`src/sv/sfr_pkg.sv`:
```
// Shared types, constants and sizes for the stuffed frame receiver.
package sfr_pkg;

    // Payload limit and the widths that follow from it
    localparam int MAX_PAYLOAD = 256;
    localparam int CNT_W       = $clog2(MAX_PAYLOAD + 1);
    localparam int LEN_W       = 9;

    // Queue sizes
    localparam int OP_DEPTH   = 4;
    localparam int OP_PTR_W   = $clog2(OP_DEPTH);
    localparam int OP_CNT_W   = $clog2(OP_DEPTH + 1);
    localparam int RES_DEPTH  = 2;
    localparam int RES_PTR_W  = $clog2(RES_DEPTH);
    localparam int RES_CNT_W  = $clog2(RES_DEPTH + 1);

    // Line codes
    localparam logic [7:0] FLAG_BYTE     = 8'h7E;
    localparam logic [7:0] ESC_BYTE      = 8'h7D;
    localparam logic [7:0] ESC_FLAG      = 8'h5E;
    localparam logic [7:0] ESC_ESC       = 8'h5D;
    localparam logic [7:0] CTRL_I0       = 8'h00;
    localparam logic [7:0] CTRL_I1       = 8'h40;
    localparam logic [6:0] RR_BITS       = 7'h05;
    localparam logic [6:0] REJ_BITS      = 7'h01;
    localparam logic [7:0] RESET_ADDRESS = 8'h03;

    // Parser phases
    typedef enum logic [2:0] {
        PH_HUNT,
        PH_FLAG,
        PH_ADDR,
        PH_CTRL,
        PH_DATA,
        PH_ESC
    } phase_t;

    // Commands from the parser to the frame engine
    typedef enum logic [1:0] {
        OP_START,
        OP_DATA,
        OP_END
    } op_kind_t;

    typedef struct packed {
        op_kind_t   kind;
        logic [7:0] data;
        logic       aborted;
    } op_t;

    typedef struct packed {
        logic [7:0]       payload_byte;
        logic             frame_end;
        logic             frame_good;
        logic [LEN_W-1:0] payload_length;
        logic [7:0]       reply_control;
    } result_t;

endpackage

```
`src/sv/sfr_front.sv`:
```
// Frame parser: hunts for flags, checks the header, unstuffs and issues commands.
module sfr_front
    import sfr_pkg::*;
(
    input  logic       clk,
    input  logic       rst_n,
    input  logic       cfg_valid,
    output logic       cfg_ready,
    input  logic [7:0] cfg_data,
    input  logic       accept,
    input  logic [7:0] line_byte,
    output logic       op_valid,
    output op_t        op
);

    phase_t     phase_reg, phase_next;
    logic [7:0] ctrl_reg, ctrl_next;
    logic [7:0] addr_reg;

    assign cfg_ready = 1'b1;

    // Address register
    always_ff @(posedge clk or negedge rst_n)
    begin
        if (!rst_n)
        begin
            addr_reg <= RESET_ADDRESS;
        end
        else if (cfg_valid)
        begin
            addr_reg <= cfg_data;
        end
    end

    // Phase and control byte
    always_ff @(posedge clk or negedge rst_n)
    begin
        if (!rst_n)
        begin
            phase_reg <= PH_HUNT;
            ctrl_reg  <= 8'h00;
        end
        else
        begin
            phase_reg <= phase_next;
            ctrl_reg  <= ctrl_next;
        end
    end

    // Next phase and command
    always_comb
    begin
        phase_next = phase_reg;
        ctrl_next  = ctrl_reg;
        op_valid   = 1'b0;
        op.kind    = OP_DATA;
        op.data    = line_byte;
        op.aborted = 1'b0;
        if (accept)
        begin
            unique case (phase_reg)
                PH_FLAG:
                begin
                    if (line_byte == addr_reg)
                        phase_next = PH_ADDR;
                    else if (line_byte != FLAG_BYTE)
                        phase_next = PH_HUNT;
                end
                PH_ADDR:
                begin
                    if (line_byte == CTRL_I0 || line_byte == CTRL_I1)
                    begin
                        ctrl_next  = line_byte;
                        phase_next = PH_CTRL;
                    end
                    else
                    begin
                        phase_next = (line_byte == FLAG_BYTE) ? PH_FLAG : PH_HUNT;
                    end
                end
                PH_CTRL:
                begin
                    if (line_byte == (addr_reg ^ ctrl_reg))
                    begin
                        op_valid   = 1'b1;
                        op.kind    = OP_START;
                        phase_next = PH_DATA;
                    end
                    else
                    begin
                        phase_next = (line_byte == FLAG_BYTE) ? PH_FLAG : PH_HUNT;
                    end
                end
                PH_DATA:
                begin
                    if (line_byte == ESC_BYTE)
                    begin
                        phase_next = PH_ESC;
                    end
                    else if (line_byte == FLAG_BYTE)
                    begin
                        op_valid   = 1'b1;
                        op.kind    = OP_END;
                        phase_next = PH_FLAG;
                    end
                    else
                    begin
                        op_valid = 1'b1;
                    end
                end
                PH_ESC:
                begin
                    if (line_byte == FLAG_BYTE)
                    begin
                        // flag right after escape aborts the frame
                        op_valid   = 1'b1;
                        op.kind    = OP_END;
                        op.aborted = 1'b1;
                        phase_next = PH_FLAG;
                    end
                    else
                    begin
                        phase_next = PH_DATA;
                        if (line_byte == ESC_FLAG)
                        begin
                            op_valid = 1'b1;
                            op.data  = FLAG_BYTE;
                        end
                        else if (line_byte == ESC_ESC)
                        begin
                            op_valid = 1'b1;
                            op.data  = ESC_BYTE;
                        end
                        // unknown escape: both bytes dropped
                    end
                end
                PH_HUNT:
                begin
                    phase_next = (line_byte == FLAG_BYTE) ? PH_FLAG : PH_HUNT;
                end
                default:
                begin
                    phase_next = PH_HUNT;
                end
            endcase
        end
    end

endmodule

```
`src/sv/sfr_op_queue.sv`:
```
// Short command queue between the parser and the frame engine.
module sfr_op_queue
    import sfr_pkg::*;
(
    input  logic clk,
    input  logic rst_n,
    input  logic push,
    input  op_t  push_op,
    output logic full,
    input  logic pop,
    output op_t  head_op,
    output logic empty
);

    op_t                 mem_reg [OP_DEPTH];
    logic [OP_PTR_W-1:0] wr_ptr_reg, wr_ptr_next;
    logic [OP_PTR_W-1:0] rd_ptr_reg, rd_ptr_next;
    logic [OP_CNT_W-1:0] cnt_reg, cnt_next;
    logic                do_push, do_pop;

    assign full    = (cnt_reg == OP_CNT_W'(OP_DEPTH));
    assign empty   = (cnt_reg == '0);
    assign do_push = push && !full;
    assign do_pop  = pop && !empty;
    assign head_op = mem_reg[rd_ptr_reg];

    // Pointer and count update
    always_comb
    begin
        wr_ptr_next = wr_ptr_reg;
        rd_ptr_next = rd_ptr_reg;
        cnt_next    = cnt_reg;
        if (do_push)
            wr_ptr_next = (wr_ptr_reg == OP_PTR_W'(OP_DEPTH - 1)) ? '0 : wr_ptr_reg + 1'b1;
        if (do_pop)
            rd_ptr_next = (rd_ptr_reg == OP_PTR_W'(OP_DEPTH - 1)) ? '0 : rd_ptr_reg + 1'b1;
        if (do_push && !do_pop)
            cnt_next = cnt_reg + 1'b1;
        else if (do_pop && !do_push)
            cnt_next = cnt_reg - 1'b1;
    end

    always_ff @(posedge clk or negedge rst_n)
    begin
        if (!rst_n)
        begin
            wr_ptr_reg <= '0;
            rd_ptr_reg <= '0;
            cnt_reg    <= '0;
        end
        else
        begin
            wr_ptr_reg <= wr_ptr_next;
            rd_ptr_reg <= rd_ptr_next;
            cnt_reg    <= cnt_next;
        end
    end

    // Storage
    always_ff @(posedge clk)
    begin
        if (do_push)
            mem_reg[wr_ptr_reg] <= push_op;
    end

    a_cnt_bound: assert property (@(posedge clk) disable iff (!rst_n)
        cnt_reg <= OP_CNT_W'(OP_DEPTH))
        else $error("op queue count beyond depth");

    a_push_grows: assert property (@(posedge clk) disable iff (!rst_n)
        (do_push && !do_pop) |=> cnt_reg == $past(cnt_reg) + 1'b1)
        else $error("op queue count did not grow on push");

endmodule

```
`src/sv/sfr_back.sv`:
```
// Frame engine: holds the last byte back, tracks check and length, queues results.
module sfr_back
    import sfr_pkg::*;
(
    input  logic             clk,
    input  logic             rst_n,
    input  logic             op_empty,
    input  op_t              op,
    output logic             op_pop,
    input  logic             pop,
    output logic             empty,
    output logic [7:0]       payload_byte,
    output logic             frame_end,
    output logic             frame_good,
    output logic [LEN_W-1:0] payload_length,
    output logic [7:0]       reply_control
);

    logic [7:0]       held_byte_reg, held_byte_next;
    logic             held_valid_reg, held_valid_next;
    logic [7:0]       xor_reg, xor_next;
    logic [CNT_W-1:0] count_reg, count_next;
    logic             ovf_reg, ovf_next;
    logic             seq_reg, seq_next;

    result_t              res_mem_reg [RES_DEPTH];
    logic [RES_PTR_W-1:0] res_wr_reg, res_rd_reg;
    logic [RES_CNT_W-1:0] res_cnt_reg, res_cnt_next;
    logic                 res_push, res_pop, res_space;
    result_t              res_wr;
    logic                 good;

    // Result buffer handshake
    assign empty     = (res_cnt_reg == '0);
    assign res_pop   = pop && !empty;
    assign res_space = (res_cnt_reg != RES_CNT_W'(RES_DEPTH)) || res_pop;
    assign op_pop    = !op_empty && res_space;

    assign good = !op.aborted && held_valid_reg && (count_reg != '0) && !ovf_reg
                  && (xor_reg == held_byte_reg);

    // Execute one command
    always_comb
    begin
        held_byte_next  = held_byte_reg;
        held_valid_next = held_valid_reg;
        xor_next        = xor_reg;
        count_next      = count_reg;
        ovf_next        = ovf_reg;
        seq_next        = seq_reg;
        res_push        = 1'b0;
        res_wr          = '0;
        if (op_pop)
        begin
            unique case (op.kind)
                OP_START:
                begin
                    held_byte_next  = 8'h00;
                    held_valid_next = 1'b0;
                    xor_next        = 8'h00;
                    count_next      = '0;
                    ovf_next        = 1'b0;
                end
                OP_DATA:
                begin
                    if (held_valid_reg)
                    begin
                        if (count_reg < CNT_W'(MAX_PAYLOAD))
                        begin
                            res_push            = 1'b1;
                            res_wr.payload_byte = held_byte_reg;
                            xor_next            = xor_reg ^ held_byte_reg;
                            count_next          = count_reg + 1'b1;
                        end
                        else
                        begin
                            ovf_next = 1'b1;
                        end
                    end
                    held_byte_next  = op.data;
                    held_valid_next = 1'b1;
                end
                OP_END:
                begin
                    res_push              = 1'b1;
                    res_wr.frame_end      = 1'b1;
                    res_wr.frame_good     = good;
                    res_wr.payload_length = LEN_W'(count_reg);
                    res_wr.reply_control  = {seq_reg, good ? RR_BITS : REJ_BITS};
                    if (good)
                        seq_next = !seq_reg;
                end
                default:
                begin
                end
            endcase
        end
    end

    // Result count
    always_comb
    begin
        res_cnt_next = res_cnt_reg;
        if (res_push && !res_pop)
            res_cnt_next = res_cnt_reg + 1'b1;
        else if (res_pop && !res_push)
            res_cnt_next = res_cnt_reg - 1'b1;
    end

    always_ff @(posedge clk or negedge rst_n)
    begin
        if (!rst_n)
        begin
            held_byte_reg  <= 8'h00;
            held_valid_reg <= 1'b0;
            xor_reg        <= 8'h00;
            count_reg      <= '0;
            ovf_reg        <= 1'b0;
            seq_reg        <= 1'b1;
            res_wr_reg     <= '0;
            res_rd_reg     <= '0;
            res_cnt_reg    <= '0;
        end
        else
        begin
            held_byte_reg  <= held_byte_next;
            held_valid_reg <= held_valid_next;
            xor_reg        <= xor_next;
            count_reg      <= count_next;
            ovf_reg        <= ovf_next;
            seq_reg        <= seq_next;
            res_cnt_reg    <= res_cnt_next;
            if (res_push)
                res_wr_reg <= (res_wr_reg == RES_PTR_W'(RES_DEPTH - 1)) ? '0
                              : res_wr_reg + 1'b1;
            if (res_pop)
                res_rd_reg <= (res_rd_reg == RES_PTR_W'(RES_DEPTH - 1)) ? '0
                              : res_rd_reg + 1'b1;
        end
    end

    // Result storage
    always_ff @(posedge clk)
    begin
        if (res_push)
            res_mem_reg[res_wr_reg] <= res_wr;
    end

    assign payload_byte   = res_mem_reg[res_rd_reg].payload_byte;
    assign frame_end      = res_mem_reg[res_rd_reg].frame_end;
    assign frame_good     = res_mem_reg[res_rd_reg].frame_good;
    assign payload_length = res_mem_reg[res_rd_reg].payload_length;
    assign reply_control  = res_mem_reg[res_rd_reg].reply_control;

    a_res_bound: assert property (@(posedge clk) disable iff (!rst_n)
        res_cnt_reg <= RES_CNT_W'(RES_DEPTH))
        else $error("result buffer overfilled");

    a_seq_toggle: assert property (@(posedge clk) disable iff (!rst_n)
        (res_push && res_wr.frame_end && res_wr.frame_good) |=> seq_reg != $past(seq_reg))
        else $error("sequence bit did not toggle after good frame");

    a_seq_keep: assert property (@(posedge clk) disable iff (!rst_n)
        (res_push && res_wr.frame_end && !res_wr.frame_good) |=> seq_reg == $past(seq_reg))
        else $error("sequence bit changed after bad frame");

endmodule

```
`src/sv/stuffed_frame_receiver.sv`:
```
// A result, if any, passes the command queue and the result buffer to the ports.
// Payload bytes come out one byte late: each is released by the next unstuffed byte.
// Throughput: one line byte per cycle, sustained while the result side keeps up.
// A four-entry command queue and a two-entry result buffer decouple the two sides.
// Reset (rst_n low, asynchronous) empties both queues, hunts for a flag, address = 3.
module stuffed_frame_receiver
    import sfr_pkg::*;
(
    input  logic             clk,
    input  logic             rst_n,
    input  logic             push,
    output logic             full,
    input  logic [7:0]       line_byte,
    output logic             empty,
    input  logic             pop,
    output logic [7:0]       payload_byte,
    output logic             frame_end,
    output logic             frame_good,
    output logic [LEN_W-1:0] payload_length,
    output logic [7:0]       reply_control,
    input  logic             cfg_valid,
    output logic             cfg_ready,
    input  logic [7:0]       cfg_data
);

    logic accept;
    logic op_valid;
    op_t  op_in;
    op_t  op_head;
    logic op_empty;
    logic op_pop;

    assign accept = push && !full;

    // Parser
    sfr_front u_front (
        .clk       (clk),
        .rst_n     (rst_n),
        .cfg_valid (cfg_valid),
        .cfg_ready (cfg_ready),
        .cfg_data  (cfg_data),
        .accept    (accept),
        .line_byte (line_byte),
        .op_valid  (op_valid),
        .op        (op_in)
    );

    // Command queue
    sfr_op_queue u_queue (
        .clk     (clk),
        .rst_n   (rst_n),
        .push    (op_valid),
        .push_op (op_in),
        .full    (full),
        .pop     (op_pop),
        .head_op (op_head),
        .empty   (op_empty)
    );

    // Frame engine
    sfr_back u_back (
        .clk            (clk),
        .rst_n          (rst_n),
        .op_empty       (op_empty),
        .op             (op_head),
        .op_pop         (op_pop),
        .pop            (pop),
        .empty          (empty),
        .payload_byte   (payload_byte),
        .frame_end      (frame_end),
        .frame_good     (frame_good),
        .payload_length (payload_length),
        .reply_control  (reply_control)
    );

endmodule
```
`config.mk`:
```
export PLATFORM = sky130hd
export DESIGN_NAME = stuffed_frame_receiver
export DESIGN_NICKNAME = d
export VERILOG_FILES = /design/src/sv/sfr_pkg.sv /design/src/sv/sfr_front.sv /design/src/sv/sfr_op_queue.sv /design/src/sv/sfr_back.sv /design/src/sv/stuffed_frame_receiver.sv
export SDC_FILE = /design/constraint.sdc
export NUM_CORES = 1
export LEC_CHECK = 0
export CAP_MARGIN = 20
export CORE_ASPECT_RATIO = 1.75
export CORE_MARGIN = 2
export CORE_UTILIZATION = 41
export DETAILED_ROUTE_END_ITERATION = 12
export DONT_BUFFER_PORTS = 1
export PLACE_DENSITY = 0.51
export RECOVER_POWER = 50
export SLEW_MARGIN = 30
export SYNTH_ARGS = -nofsm -noshare
export SYNTH_HDL_FRONTEND = slang
export SYNTH_SLANG_ARGS = --single-unit
```
`constraint.sdc`:
```
create_clock -name clk -period 6.6 [get_ports clk]
set_clock_uncertainty 0.2 [all_clocks]
set_input_delay 0 -clock clk [delete_from_list [all_inputs] [get_ports clk]]
set_output_delay 0 -clock clk [all_outputs]
set_load 0.01 [all_outputs]
```
After elaboration in Yosys (flattened, before gate mapping)
Memories as Yosys holds them, arrays and structs flattened.
Cells that the tools add are included.
{ "totals": {"ff_bits": 58, "memories": 2, "ramBits": 98, "output_inout_bits": 30, "inputBits": 21} }
{ "classes": {"addsub": 9, "n_eq_ne": 25, "reduce_logical": 40, "muxes": 59, "bitwise": 2, "magnitude_cmp": 1} }
{ "mem_list": {"columns": ["memory", "depth", "word_bits", "rd", "rd_clocked_by_memory_dff", "write_ports", "line", "source"], "rows": [
  ["u_back.res_mem_reg", 2, 27, 1, 0, 1, "sfr_back.sv:26", "result_t res_mem_reg [RES_DEPTH];"],
  ["u_queue.mem_reg", 4, 11, 1, 0, 1, "sfr_op_queue.sv:15", "op_t mem_reg [OP_DEPTH];"]
]} }
{ "ops": {"columns": ["cell", "n"], "rows": [
  ["$mux W8", 8],
  ["$eq A8 B7 Y1 const B", 5],
  ["$pmux W8 S2", 2],
  ["$mux W3", 10],
  ["$mux W27", 1],
  ["$mux W9", 3],
  ["$eq A8 B8 Y1", 3],
  ["$mux W1", 20],
  ["$mux W19", 1],
  ["$pmux W3 S6", 1],
  ["$pmux W9 S2", 1],
  ["$xor A8 B8 Y8", 2],
  ["$logic_and A1 B1 Y1", 13],
  ["$mux W2", 6],
  ["$mux W11", 1],
  ["$logic_not A1 Y1", 10],
  ["$add A9 B1 Y9 const B", 1],
  ["$eq A3 B3 Y1 const B", 3],
  ["$lt A9 B9 Y1 const B", 1],
  ["$reduce_and A3 Y1", 3],
  ["$reduce_bool A9 Y1", 1],
  ["$logic_not A8 Y1", 1],
  ["$ne A8 B7 Y1 const B", 1],
  ["$reduce_and A4 Y1", 2],
  ["other kinds (20)", 36]
]} }

Longest topological paths before layout
{ "logic_depth": {"word_depth": 11, "ltp_mapped": 12, "depth_no_buf": 11} }

Cells and area by module
A second synthesis with hierarchy kept.
{ "unflattened": {"cells_unflattened": 464, "hier_area_um2": 6550.0} }
{ "by_module_without_submodules": {"columns": ["module", "cells_per_inst", "n_inst", "area_each_um2"], "rows": [
  ["sfr_back", 255, 1, 3293.2],
  ["sfr_op_queue", 94, 1, 2028.2],
  ["sfr_front", 114, 1, 1214.9],
  ["stuffed_frame_receiver", 1, 1, 13.8]
]} }

Least setup slack after synthesis
Ideal clock, no wire load.
{ "synth_path": {"path_kind": "register -> register", "from": "register u_queue.rd_ptr_reg[0]", "to": "memory u_back.res_mem_reg[1][10] (netlist name), enable pin", "t_required_ns": 6.003, "arrival_ns": 3.015, "setup_ns": 0.397, "stages_incl_launch_ff": 9, "slack_ns": 2.988, "period_less_slack_ns": 3.612, "cell_sequence": "dfrtp_1 buf_2 mux4_2 inv_1 ha_1 and3b_1 o21ai_0 or2_2 nor2_1"} }
{ "synth_between": {"elab_chain_len": 6, "word_cells_on_any_way": 7} }
{ "synth_rtl": {"columns": ["element", "line", "source"], "rows": [
  ["from (decl)", "sfr_op_queue.sv:17", "logic [OP_PTR_W-1:0] rd_ptr_reg, rd_ptr_next;"],
  ["from (signal assigned)", "sfr_op_queue.sv:54", "rd_ptr_reg <= rd_ptr_next;"],
  ["$mem_v2 Z4 W11 (*)", null, null],
  ["$eq A2 B2 Y1 or $eq A2 B1 Y1 (tied branches)", "sfr_back.sv:55", "unique case (op.kind)"],
  ["$pmux W1 S2 (*)", "sfr_back.sv:55", null],
  ["$mux W1 (*)", "sfr_back.sv:53", "if (op_pop)"],
  ["$mux W1 (*)", "sfr_back.sv:145", "if (res_push)"],
  ["$mux W1 (not written as such) (*)", "sfr_back.sv:146", "res_mem_reg[res_wr_reg] <= res_wr;"],
  ["to (decl)", "sfr_back.sv:26", null]
]} }
Mark *: on every way between the ends. The rest lies on a longest branch, timed or not.

==> summary.txt <==
Drt
  • Vias after detailed routing: 3,592
  • Final ANT Viol Nets: 0
  • TritonRoute pass-1 iters: 4
  • Routed len/inst: 18.9 um
  • Starting DRT DRC Count: 114
  • Vias per Instance: 5.28
  • Remaining DRCs: 0
  • Final WL: 12,800 um

Power
  • Final Total Pwr: 2.55 mW
  • Internal power: 1.77 mW
  • Psw: 0.776 mW
  • Combinational group share of total power: 0.202
  • Flop pwr share: 0.430
  • Power per Cell Area: 336 nW/um^2
  • Sw Share: 0.305
  • Power share of the clock group: 0.368
  • Leakage power: 2.92 nW
  • Max VDD drop: 0.171 mV

Setup path
  • CP startpoint: rst_n
  • CP startpoint kind: primary input
  • Worst EP arrival: 3.74 ns
  • Max FO, Critical Path: 55
  • CP endpoint kind: asynchronous set/reset pin
  • Critical R2R Launch: u_queue.rd_ptr_reg[0]$_DFFE_PN0P_
  • CP required: 6.19 ns
  • Crit Path Category: in2async

Logic synthesis
  • Mapped Area: 6620 sq um
  • Top cells by area, synth: edfxtp_1 (38%), dfrtp_1 (21%), mux2_2 (6.8%), mux4_2 (3.7%), ha_1 (2.3%)
  • Post-synth EDFFs: 84
  • Synth warn: 0
  • Synth Instances: 452
  • Post-synthesis sequential area ratio: 0.601
  • Area share of the largest cell type after synthesis: 0.381
  • Post-synth top area cell: edfxtp_1
  • Cell variety after synth: 63
  • Register bit total from synthesis: 142
  • Synth Flop Type: edfxtp_1
  • Syn avg cell area: 14.6 sq um
  • Async S/R FF share, synth: 0.408

Layout
  • Final core occ: 0.478
  • Nets: 512
  • Ant. Diodes: 0
  • Layout cell share with drive strength beyond 1: 0.165
  • Design area: 7580 sq um
  • Flip-flop count of the largest register after layout: 44
  • Layout Area Growth over Synthesis: 14.5%

Min path
  • Worst hold-check path type: in2reg
  • HP Start: line_byte[7]

Placement
  • DP Area: 6710 sq um
  • Detail Placement HPWL: 8690 um
  • Final GP Congestion: 0.745
  • I/O Buffers: 0

STA
  • RSZ-0062 raised after global routing: false
  • Worst Max-Slew Pin Slew: 3.24 ns
  • Finish-stage setup viols: 0
  • Setup TNS: 0 ns
  • Pins over their slew limit: 56
  • Final hold violation count: 0
  • Slew headroom: -1.16
  • Min cycle time layout: 4.15 ns
  • Tcrit/Tclk final: 0.629
  • Max Clk Rate: 241 MHz

Clock tree
  • TritonCTS clock tree: built
  • H-tree depth: 4
  • # clock sinks: 142
  • Clk slew on worst S/H paths: 0.07 ns
  • CTS Buf Count: 17
  • CTS Buffer Depth: 2
  • Worst skew pair latency: 0.42 ns
  • Post-CTS Setup Bufs: 0
  • Root buffer cell: clkbuf_16

Outcome
  • Failing checks: max-capacitance violations, max-slew violations
  • Outcome: complete, but fails checks

Floorplan
  • Die Wd: 100 um
  • CORE AREA: 15,900 sq um
  • Num rows: 61
  • Die area: 17,200 sq um
  • Ports: 51
  • Die extent in y: 172 um
  • Starting Density: 0.417

Global route
  • Global-route wire length before repair: 20,600 um
  • Initial antenna violation count: 0
  • Grt total ovfl: 0
  • Vias in the first global route: 3,926
  • Tot GR Track Use: 0.158
  • Largest net degree at the start of global routing: 56

Flow run
  • Number of max-cap violations: 1
[final cells by class]
cell class	count	area, sq um
clock buffer	17	425
clock inverter	15	150
fill	1419	8290
inverter	15	56.3
multi-input combinational	269	2430
sequential	142	3980
tap	189	236
timing repair buffer	33	312
[cell families after synthesis]
group	share of synthesized area
adders and majority gates	0.0257
xor gates and xnor gates	0.0701
AOI/OAI and AO/OA	0.0518
other	0.00113
DFF	0.601
muxes	0.109
and+or+nand+nor	0.105
buffers and inverters	0.0368
[per-stage QoR]
step	hold WS, ns	std cells	setup slack, ns
floorplan	-0.496	456	2.99
global placement	-0.493	616	2.84
detailed placement	-0.493	616	3.06
CTS	0.0238	680	3.03
global route	0.0730	680	1.68
finish	0.0591	680	2.45
[power groups by stage]
stage	registers, mW	logic (mW)	clock network, mW
global route	1.11	0.577	0.994
detailed placement	1.12	0.513	0
global placement	1.11	0.501	0
CTS	1.10	0.552	0.957
floorplan	1.07	0.454	0
finish	1.09	0.514	0.937
[worst paths after layout]
kind,end,slack (ns),cells after the start
min in group asynchronous,u_front.addr_reg[1]$_DFFE_PN1P_,0.63,3
hold reg to reg,u_queue.cnt_reg[2]$_DFFE_PN0P_,0.29,1
setup reg to reg,u_back.res_mem_reg[1][21]$_DFFE_PP_,2.54,8
hold / removal,u_front.phase_reg[1]$_DFFE_PN0P_,0.06,4
max in group clk,u_back.res_mem_reg[1][21]$_DFFE_PP_,2.54,8
setup / recovery,u_queue.cnt_reg[0]$_DFFE_PN0P_,2.45,4
[Yosys cell counts, types with 2 or more instances]
library cell and number:
nor4_1 3, xnor2_1 15, buf_6 2, o21ai_0 14, ha_1 12, inv_1 15
dfrtp_1 55, and3_1 9, mux2_2 40, buf_2 4, xor2_1 17, nor4_4 2
nand4_4 2, o21ai_2 2, a31oi_1 2, mux2_1 2, buf_4 8, xnor3_1 5
nor4b_1 2, nand2_1 15, nor3b_1 3, nor2_1 22, clkbuf_1 13, clkbuf_8 2
conb_1 2, o31ai_1 3, nand4_1 6, a22o_1 2, nand4b_1 3, xnor3_2 3
and2_1 18, nor3_1 3, o41ai_1 2, a32o_1 8, nand3_1 4, nor2b_1 10
mux4_2 11, dfstp_2 3, edfxtp_1 84
[cell usage in the layout (no fill, tap or decap), drive strengths merged, types with 16 or more instances in the layout]
cell / instances
nand2: 17
inv: 25
dfrtp: 55
mux2: 42
o21ai: 16
xor2: 17
dlygate4sd3: 30
nor2: 22
clkbuf: 20
and2: 18
edfxtp: 84
[layer usage]
metal  up-vias  global-route usage  wire (um)
met5         -                   0          0
li1       1710                   -          -
met4         0              0.0643        282
met2        61               0.311       7480
met1      1806               0.157       4650
met3        15              0.0364        430
[worst max-delay path, cell delays in order]
cell and delay (ns):
dlygate4sd3_1 0.52, dlygate4sd3_1 0.53, clkbuf_1 0.32, clkbuf_1 2.33
[what timing repair did]
action	in CTS	in global routing
hold buffers	32	0
endpoints found under the hold margin	126	0
gates resized for setup	0	0
Power figures use the tool's default switching activity.
